===== config.mk =====
export PLATFORM = sky130hd
export DESIGN_NAME = alignment_column_identity
export DESIGN_NICKNAME = d
export VERILOG_FILES = /design/src/design/aci_pkg.sv /design/src/design/aci_front.sv /design/src/design/aci_queue.sv /design/src/design/aci_back.sv /design/src/design/alignment_column_identity.sv
export SDC_FILE = /design/constraint.sdc
export NUM_CORES = 1
export LEC_CHECK = 0
export BUFFER_PORTS_ARGS = -buffer_cell sky130_fd_sc_hd__buf_2
export CORE_MARGIN = 2
export CORE_UTILIZATION = 35
export CTS_CLUSTER_DIAMETER = 30
export DETAILED_ROUTE_END_ITERATION = 12
export GPL_TIMING_DRIVEN = 1
export PLACE_DENSITY_LB_ADDON = 0.08
export SLEW_MARGIN = 20
export SYNTH_ARGS = -nofsm -noshare
export SYNTH_HDL_FRONTEND = slang
export SYNTH_SLANG_ARGS = --single-unit

===== constraint.sdc =====
create_clock -name clk -period 8.25 [get_ports clk]
set_input_delay 1.2375 -clock clk [delete_from_list [all_inputs] [get_ports clk]]
set_output_delay 1.2375 -clock clk [all_outputs]
set_load 0.05 [all_outputs]

===== src/design/aci_pkg.sv =====
// Shared types and constants for the alignment column identity scorer.
// No dependencies; every module of the block imports this package.
package aci_pkg;

  localparam int COLUMN_BITS = 20;
  localparam int CNT_W       = COLUMN_BITS;
  localparam int SCORE_W     = COLUMN_BITS + 1;
  localparam int FRAC_W      = 17;
  localparam int NUM_W       = SCORE_W + FRAC_W - 1;
  localparam int QUEUE_DEPTH = 2;

  localparam logic [7:0]         GAP_CHAR  = 8'd45;
  localparam logic [CNT_W-1:0]   COUNT_MAX = {CNT_W{1'b1}};
  localparam logic [SCORE_W-1:0] SCORE_MAX = {{COLUMN_BITS{1'b1}}, 1'b0};
  localparam logic [FRAC_W-1:0]  FRAC_ONE  = {1'b1, {(FRAC_W-1){1'b0}}};

  typedef struct packed {
    logic [7:0] letter;
    logic       column_end;
    logic       window_end;
  } item_t;

  typedef struct packed {
    logic [SCORE_W-1:0] score_halves;
    logic [CNT_W-1:0]   column_count;
    logic [FRAC_W-1:0]  identity_fraction;
  } result_t;

  // Window totals handed from the front to the divider.
  typedef struct packed {
    logic [SCORE_W-1:0] score;
    logic [CNT_W-1:0]   count;
  } window_t;

  typedef enum logic [1:0] {
    BK_IDLE,
    BK_DIV,
    BK_DONE
  } back_state_t;

endpackage


===== src/design/aci_front.sv =====
// Front end: classifies letters per column and sums column scores per window.
// Depends on aci_pkg; pushes finished window totals into aci_queue.
module aci_front (
  input  logic            clk,
  input  logic            rst,
  input  logic            push,
  input  aci_pkg::item_t  item,
  input  logic            q_full,
  output logic            full,
  output logic            q_push,
  output aci_pkg::window_t q_data
);
  import aci_pkg::*;

  logic [7:0]         first_letter, first_letter_next;
  logic               gap_seen, gap_seen_next;
  logic               mismatch_seen, mismatch_seen_next;
  logic [SCORE_W-1:0] score_sum, score_sum_next;
  logic [CNT_W-1:0]   columns_seen, columns_seen_next;

  logic               accept;
  logic               col_close;
  logic [1:0]         pts;
  logic [SCORE_W:0]   score_wide;
  logic [SCORE_W-1:0] score_closed;
  logic [CNT_W-1:0]   count_closed;
  logic               gap_upd, mismatch_upd;
  logic [7:0]         first_upd;

  assign full      = q_full;
  assign accept    = push && !q_full;
  assign col_close = item.column_end || item.window_end;

  always_comb begin
    gap_upd      = gap_seen;
    mismatch_upd = mismatch_seen;
    first_upd    = first_letter;
    if (!mismatch_seen) begin
      if (item.letter == GAP_CHAR) begin
        gap_upd = 1'b1;
      end else if (first_letter != 8'd0 && item.letter != first_letter) begin
        mismatch_upd = 1'b1;
      end else begin
        first_upd = item.letter;
      end
    end

    if (mismatch_upd) begin
      pts = 2'd0;
    end else if (gap_upd) begin
      pts = 2'd1;
    end else begin
      pts = 2'd2;
    end

    // Saturate both running totals.
    score_wide = {1'b0, score_sum} + {{(SCORE_W-1){1'b0}}, pts};
    if (score_wide > {1'b0, SCORE_MAX}) begin
      score_closed = SCORE_MAX;
    end else begin
      score_closed = score_wide[SCORE_W-1:0];
    end
    if (columns_seen == COUNT_MAX) begin
      count_closed = COUNT_MAX;
    end else begin
      count_closed = columns_seen + 1'b1;
    end

    first_letter_next  = first_letter;
    gap_seen_next      = gap_seen;
    mismatch_seen_next = mismatch_seen;
    score_sum_next     = score_sum;
    columns_seen_next  = columns_seen;
    if (accept) begin
      if (col_close) begin
        first_letter_next  = 8'd0;
        gap_seen_next      = 1'b0;
        mismatch_seen_next = 1'b0;
        if (item.window_end) begin
          score_sum_next    = '0;
          columns_seen_next = '0;
        end else begin
          score_sum_next    = score_closed;
          columns_seen_next = count_closed;
        end
      end else begin
        first_letter_next  = first_upd;
        gap_seen_next      = gap_upd;
        mismatch_seen_next = mismatch_upd;
      end
    end
  end

  assign q_push       = accept && item.window_end;
  assign q_data.score = score_closed;
  assign q_data.count = count_closed;

  always_ff @(posedge clk) begin
    if (rst) begin
      first_letter  <= 8'd0;
      gap_seen      <= 1'b0;
      mismatch_seen <= 1'b0;
      score_sum     <= '0;
      columns_seen  <= '0;
    end else begin
      first_letter  <= first_letter_next;
      gap_seen      <= gap_seen_next;
      mismatch_seen <= mismatch_seen_next;
      score_sum     <= score_sum_next;
      columns_seen  <= columns_seen_next;
    end
  end

endmodule


===== src/design/aci_queue.sv =====
// Short queue of window totals between the front end and the divider.
// Depends on aci_pkg for the entry type and depth.
module aci_queue (
  input  logic             clk,
  input  logic             rst,
  input  logic             push,
  input  aci_pkg::window_t wdata,
  input  logic             pop,
  output logic             full,
  output logic             empty,
  output aci_pkg::window_t rdata
);
  import aci_pkg::*;

  localparam int PTR_W = (QUEUE_DEPTH > 1) ? $clog2(QUEUE_DEPTH) : 1;
  localparam int CNT_QW = $clog2(QUEUE_DEPTH + 1);
  localparam logic [PTR_W-1:0]  LAST_PTR = PTR_W'(QUEUE_DEPTH - 1);
  localparam logic [CNT_QW-1:0] DEPTH_CNT = CNT_QW'(QUEUE_DEPTH);

  window_t            slots [QUEUE_DEPTH];
  logic [PTR_W-1:0]   wr_ptr, rd_ptr;
  logic [CNT_QW-1:0]  fill;
  logic               do_push, do_pop;

  assign full    = (fill == DEPTH_CNT);
  assign empty   = (fill == '0);
  assign do_push = push && !full;
  assign do_pop  = pop && !empty;
  assign rdata   = slots[rd_ptr];

  always_ff @(posedge clk) begin
    if (do_push) begin
      slots[wr_ptr] <= wdata;
    end
  end

  always_ff @(posedge clk) begin
    if (rst) begin
      wr_ptr <= '0;
      rd_ptr <= '0;
      fill   <= '0;
    end else begin
      if (do_push) begin
        wr_ptr <= (wr_ptr == LAST_PTR) ? '0 : wr_ptr + 1'b1;
      end
      if (do_pop) begin
        rd_ptr <= (rd_ptr == LAST_PTR) ? '0 : rd_ptr + 1'b1;
      end
      case ({do_push, do_pop})
        2'b10:   fill <= fill + 1'b1;
        2'b01:   fill <= fill - 1'b1;
        default: fill <= fill;
      endcase
    end
  end

endmodule


===== src/design/aci_back.sv =====
// Back end: restoring divider for the identity fraction plus the result register.
// Depends on aci_pkg; takes window totals from aci_queue.
module aci_back (
  input  logic              clk,
  input  logic              rst,
  input  logic              q_empty,
  input  aci_pkg::window_t  q_data,
  output logic              q_pop,
  input  logic              pop,
  output logic              empty,
  output aci_pkg::result_t  result
);
  import aci_pkg::*;

  localparam int STEP_W = $clog2(FRAC_W);
  localparam logic [STEP_W-1:0] LAST_STEP = STEP_W'(FRAC_W - 1);

  back_state_t        state, state_next;
  logic [SCORE_W-1:0] score;
  logic [CNT_W-1:0]   count;
  logic [SCORE_W-1:0] divisor;
  logic [SCORE_W-1:0] rem;
  logic [FRAC_W-1:0]  num_lo;
  logic [FRAC_W-1:0]  quot;
  logic [STEP_W-1:0]  step;
  logic               out_valid;
  result_t            out_reg;

  logic               load_out;
  logic [NUM_W-1:0]   numer;
  logic [SCORE_W:0]   trial;
  logic               take;

  // Rounded numerator: score * 2^16 + count.
  assign numer = {q_data.score, {(FRAC_W-1){1'b0}}} + NUM_W'(q_data.count);
  assign trial = {rem, num_lo[FRAC_W-1]};
  assign take  = (trial >= {1'b0, divisor});

  always_comb begin
    state_next = state;
    case (state)
      BK_IDLE: if (!q_empty) state_next = BK_DIV;
      BK_DIV:  if (step == LAST_STEP) state_next = BK_DONE;
      BK_DONE: if (!out_valid || pop) state_next = BK_IDLE;
      default: state_next = BK_IDLE;
    endcase
  end

  always_comb begin
    q_pop    = 1'b0;
    load_out = 1'b0;
    case (state)
      BK_IDLE: q_pop    = !q_empty;
      BK_DONE: load_out = !out_valid || pop;
      default: begin
        q_pop    = 1'b0;
        load_out = 1'b0;
      end
    endcase
  end

  always_ff @(posedge clk) begin
    if (rst) begin
      state <= BK_IDLE;
    end else begin
      state <= state_next;
    end
  end

  // Divider datapath: one quotient bit per cycle.
  always_ff @(posedge clk) begin
    if (q_pop) begin
      score   <= q_data.score;
      count   <= q_data.count;
      divisor <= {q_data.count, 1'b0};
      rem     <= {1'b0, numer[NUM_W-1:FRAC_W]};
      num_lo  <= numer[FRAC_W-1:0];
      step    <= '0;
    end else if (state == BK_DIV) begin
      if (take) begin
        rem <= trial[SCORE_W-1:0] - divisor;
      end else begin
        rem <= trial[SCORE_W-1:0];
      end
      quot   <= {quot[FRAC_W-2:0], take};
      num_lo <= {num_lo[FRAC_W-2:0], 1'b0};
      step   <= step + 1'b1;
    end
  end

  always_ff @(posedge clk) begin
    if (rst) begin
      out_valid <= 1'b0;
    end else if (load_out) begin
      out_valid <= 1'b1;
    end else if (pop) begin
      out_valid <= 1'b0;
    end
  end

  always_ff @(posedge clk) begin
    if (load_out) begin
      out_reg.score_halves      <= score;
      out_reg.column_count      <= count;
      out_reg.identity_fraction <= quot;
    end
  end

  assign empty  = !out_valid;
  assign result = out_reg;

  a_frac_max: assert property (@(posedge clk) disable iff (rst)
    out_valid |-> (out_reg.identity_fraction <= FRAC_ONE))
    else $error("identity fraction above one");

  a_score_bound: assert property (@(posedge clk) disable iff (rst)
    out_valid |-> ({1'b0, out_reg.score_halves} <= {1'b0, out_reg.column_count, 1'b0}))
    else $error("score exceeds twice the column count");

  a_hold_result: assert property (@(posedge clk) disable iff (rst)
    (out_valid && !pop) |=> (out_valid && $stable(out_reg)))
    else $error("unaccepted result changed");

  a_pop_idle: assert property (@(posedge clk) disable iff (rst)
    q_pop |=> (state == BK_DIV && step == '0))
    else $error("divider did not start after queue pop");

endmodule


===== src/design/alignment_column_identity.sv =====
// Top level of the alignment column identity scorer.
// Depends on aci_pkg, aci_front, aci_queue and aci_back.
//
// Usage:
//   Input side is a queue write port: drive item (letter, column_end,
//   window_end) with push; the item is taken on a clock edge where push is
//   high and full is low. Letters of one column arrive one per cycle, the
//   last one flagged by column_end; window_end closes the column and the
//   window at once.
//   Result side is a queue read port: while empty is low, result holds the
//   oldest window (score in half units, column count, Q1.16 fraction);
//   pulse pop to take it.
// Data flow:
//   The front end takes one letter per cycle while full is low. Each window
//   end is passed through a two-entry queue to a restoring divider that
//   resolves one quotient bit per cycle. A window moves from the queue through
//   the divider's idle, divide and done states; a new window is taken only in idle.
//   full rises only when the window queue holds two unfinished windows.
// Reset (rst, synchronous) clears column state, totals, queue fill and the result valid flag.
// A stalled receiver holds the result register; the divider then waits
// with its answer, the queue fills, and finally full stops the input.
module alignment_column_identity (
  input  logic              clk,
  input  logic              rst,
  input  logic              push,
  input  aci_pkg::item_t    item,
  output logic              full,
  input  logic              pop,
  output logic              empty,
  output aci_pkg::result_t  result
);
  import aci_pkg::*;

  logic    q_push, q_pop, q_full, q_empty;
  window_t q_wdata, q_rdata;

  aci_front u_front (
    .clk    (clk),
    .rst    (rst),
    .push   (push),
    .item   (item),
    .q_full (q_full),
    .full   (full),
    .q_push (q_push),
    .q_data (q_wdata)
  );

  aci_queue u_queue (
    .clk   (clk),
    .rst   (rst),
    .push  (q_push),
    .wdata (q_wdata),
    .pop   (q_pop),
    .full  (q_full),
    .empty (q_empty),
    .rdata (q_rdata)
  );

  aci_back u_back (
    .clk     (clk),
    .rst     (rst),
    .q_empty (q_empty),
    .q_data  (q_rdata),
    .q_pop   (q_pop),
    .pop     (pop),
    .empty   (empty),
    .result  (result)
  );

endmodule

==> impl_metrics.csv <==
group,metric,value,unit
outcome,status,"finished, final reports clean",
synth,synth_simple_gate_area_frac,0.122,
floorplanning,coreArea,0.0375,mm²
clock_tree,clkTransAtPathRegs,50,ps
timing,finalSetupTns,0,ps
synth,synthAdderAreaFrac,0.0328,
synth,synth_largest_area_cell,"edfxtp_1",
timing,fin_crit_sh,0.548,
routing,via_per_inst,4.90,
worst_setup_path,critPathLaunchType,"primary input",
worst_setup_path,cp_common_cell,"xnor2_1",
synth,synth-xor-area-share,0.0468,
worst_setup_path,worstPathMaxFanout,19,
grt,grt_pass1_vias,8503,
worst_setup_path,reg2regPathDepth,16,
routing,firstDrtPassIters,5,
timing,setup_viol,0,
clock_tree,worstSkewPairLatency,550,ps
clock_tree,ctsResizeCount,0,
worst_setup_path,crit_family,"simple AND/OR/NAND/NOR gates",
layout,drive_gt1_frac,0.221,
worst_setup_path,crit_required,8690,ps
timing,relSlewSlack,0.404,
timing,hold_viol_final,0,
worst_setup_path,slowest_delay,640,ps
layout,multiInputGateArea,0.00463,mm²
timing,layout_min_cycle_time,4520,ps
synth,synthMuxAreaShare,0.0521,
worst_setup_path,cp.depth,17,
worst_setup_path,r2r-start,"u_front.first_letter[2]",
worst_setup_path,slowest_stage,"o21ai_2",
worst_setup_path,crit_end,"u_front.score_sum[1]",
synth,synth_compound_area_frac,0.0926,
routing,routedWlPerCell,17.4,µm
synth,synth_edf_count,235,
clock_tree,cts_buffers,68,
clock_tree,cts_sinks,300,
synth,netlist_area,0.0133,mm²
grt,antenna_found_initial,0,
worst_setup_path,rrSetupSlack,4200,ps
timing,timing.fmax,221,MHz
routing,drc,0,
grt,grt-ovfl-total,0,
worst_setup_path,worstPathArrival,4960,ps
synth,synth_top_family_by_area,"simple AND/OR/NAND/NOR gates",
layout,nets,1215,
grt,grt_max_degree,53,
clock_tree,h-tree-depth,3,
timing,worstMarginPinSlew,895,ps
layout,fin_util,0.440,
timing,report.final.slew_viol_count,0,
place,place.port_buffers,73,
synth,synth-seq-cells,300,
worst_setup_path,end_kind,"flip-flop",
place,place_congestion,0.799,
floorplanning,rows,71,
layout,diodes,0,
run,max_cap_violations,0,
pwr,peakVddDrop,160,µV
min_path,hp-class,"reg -> reg",
floorplanning,dieArea,0.0395,mm²
layout,area_growth,24.2,%
place,post-place-cells,1609,
worst_setup_path,startpoint,"item[4]",
synth,async_flop_share,0,
worst_setup_path,crit_chain,"buf_2, xnor2_1, nand4_1, o21ai_0, o21bai_1, nor2_1, ha_1, inv_1, fa_1, and3b_2, nand4_2, nor4_2, xnor2_1, nor3_1, o21ai_2, nand2_1, a22o_1",
synth,avgSynthCellArea,12.7,µm²
place,postPlaceCellArea,0.0142,mm²
pwr,powerDensity,397,mW/mm²
clock_tree,hold_buffers,0,
worst_setup_path,critPathKind,"in -> reg",
layout,regArea,0.00836,mm²
synth,yosys_warnings,0,
grt,gr-usage-all-layers,0.158,
floorplanning,dieHeight,199,µm
grt,grt_first_pass_wirelength,47700,µm
layout,final_cells,1733,
clock_tree,post_cts_buffers,0,
floorplanning,start_util,0.354,
synth,yosysTopAreaCellShare,0.531,
worst_setup_path,reg2reg_to,"u_front.score_sum[1]",
routing,drtIter0Drc,446,
layout,fillers,3455,
routing,dr_total_vias,8485,
timing,rsz0062_at_grt,"false",
synth,ys_top_cells_by_area,"edfxtp_1 53%, dfxtp_1 9.8%, mux2_2 4.2%",
synth,ys_seq_area_frac,0.629,
synth,ys_types,72,
floorplanning,num_io_pins,74,
clock_tree,clockRootBuffer,"clkbuf_16",
pwr,leakage,0.00625,µW
clock_tree,tritoncts,"done",
place,dp_hpwl,20100,µm
synth,synthCells,1049,
synth,synthFlopType,"edfxtp_1",
layout,postLayoutCellArea,0.0165,mm²
floorplanning,die_w,199,µm
routing,wl,30100,µm
clock_tree,ctsLongestPathBuffers,3,
timing,finalClockSkew,26.2,ps
synth,syn_nets,1096,
worst_setup_path,worst-path-buf-inv,2,
routing,drtAntennaViolNets,0,
## sequential cells by signal, indices dropped and copies added (netlist names), 2 cells and up, named ones only
name                  count
u_front.score_sum        21
u_back.count             20
u_back.result            58
u_front.first_letter      8
u_back.score             21
u_back.step               5
u_front.columns_seen     20
u_queue.fill              2
u_back.num_lo            17
u_back.state              2
u_back.quot              17
u_queue.slots            82
u_back.rem               21
## worst min path at each step
stage,from,end,slack (ps),cells after the start
CTS,u_back.score[17],u_back.result[54],410,0
global placement,u_back.score[12],u_back.result[49],400,0
global route,u_back.score[15],u_back.result[52],420,0
finish,u_back.score[17],u_back.result[54],410,0
detailed placement,u_back.score[6],u_back.result[43],400,0
floorplan,u_back.quot[16],u_back.result[16],400,0
## through the flow
stage	setup slack [ps]	total power [µW]	hold slack, ps
floorplan	3810	3540	400
global placement	3220	4000	401
detailed placement	3150	4000	405
CTS	3720	6630	411
global route	3290	6920	424
finish	3730	6540	412
## power breakdown
part / internal, µW / switching (µW) / total (µW) / leakage [µW]
Clock: 1750 / 838 / 2580 / 0.00110
Combinational: 650 / 1060 / 1710 / 0.00247
Sequential: 2110 / 135 / 2240 / 0.00268
Total: 4510 / 2040 / 6540 / 0.00625
## cell usage after synthesis (2+ instances only)
master	number
edfxtp_1	235
nand2_1	90
nor2_1	84
dfxtp_1	65
mux2_2	49
inv_1	46
xnor2_1	42
a21oi_1	36
o21ai_0	36
nand3_1	32
ha_1	30
xor2_1	29
a22o_1	21
clkbuf_1	20
nor3_1	18
and3_1	14
mux2i_1	14
nand4_1	14
a21o_1	12
nand3b_1	12
a211oi_1	11
nor2b_1	11
a22oi_1	10
buf_2	9
nand2b_1	8
o21a_1	7
o311ai_0	7
a31oi_1	6
and2_1	6
nor4_1	6
or3_1	6
buf_1	4
or2_2	4
fa_1	3
nand4b_1	3
o21bai_1	3
o31a_1	3
a2111oi_0	2
a31o_2	2
a32oi_1	2
clkinv_1	2
nand4_2	2
nor3_2	2
nor4_2	2
nor4bb_1	2
## cells in the final DEF, fill, tap and decap left out, types with 8 or more instances in the layout
cell and n:
edfxtp_1 235, nand2_1 90, nor2_1 83, buf_2 73
clkbuf_16 71, dfxtp_1 64, mux2_2 49, inv_1 46
xnor2_1 42, o21ai_0 36, a21oi_1 35, nand3_1 32
ha_1 30, xor2_1 29, a22o_1 21, nor3_1 18
mux2i_1 14, nand4_1 14, and3_1 13, clkinv_2 12
a21o_1 12, nand3b_1 12, a211oi_1 11, nor2b_1 10
a22oi_1 10, buf_4 10, clkinv_1 9, nand2b_1 8
inv_6 8
## logic make-up after synthesis
family | count (synthesis)
AND/OR/NAND/NOR | 324
flip-flops | 300
AO/OA/AOI/OAI | 176
buffers and inverters | 82
XOR/XNOR | 71
multiplexers | 63
adder cells (fa/ha/maj) | 33
## cell type report
| cell class | count | area share |
|---|---|---|
| multi-input combinational | 667 | 0.281 |
| sequential | 300 | 0.507 |
| clock inverter | 40 | 0.0221 |
| inverter | 48 | 0.0110 |
| tap | 511 | 0.0388 |
| clock buffer | 84 | 0.114 |
| timing repair buffer | 83 | 0.0267 |
## routing by layer
layer  track usage  share of wire
met1         0.219           0.49
met2         0.240           0.45
met3        0.0358          0.045
met4        0.0589          0.022
met5             0              0
(Power assumes the default switching activity.)
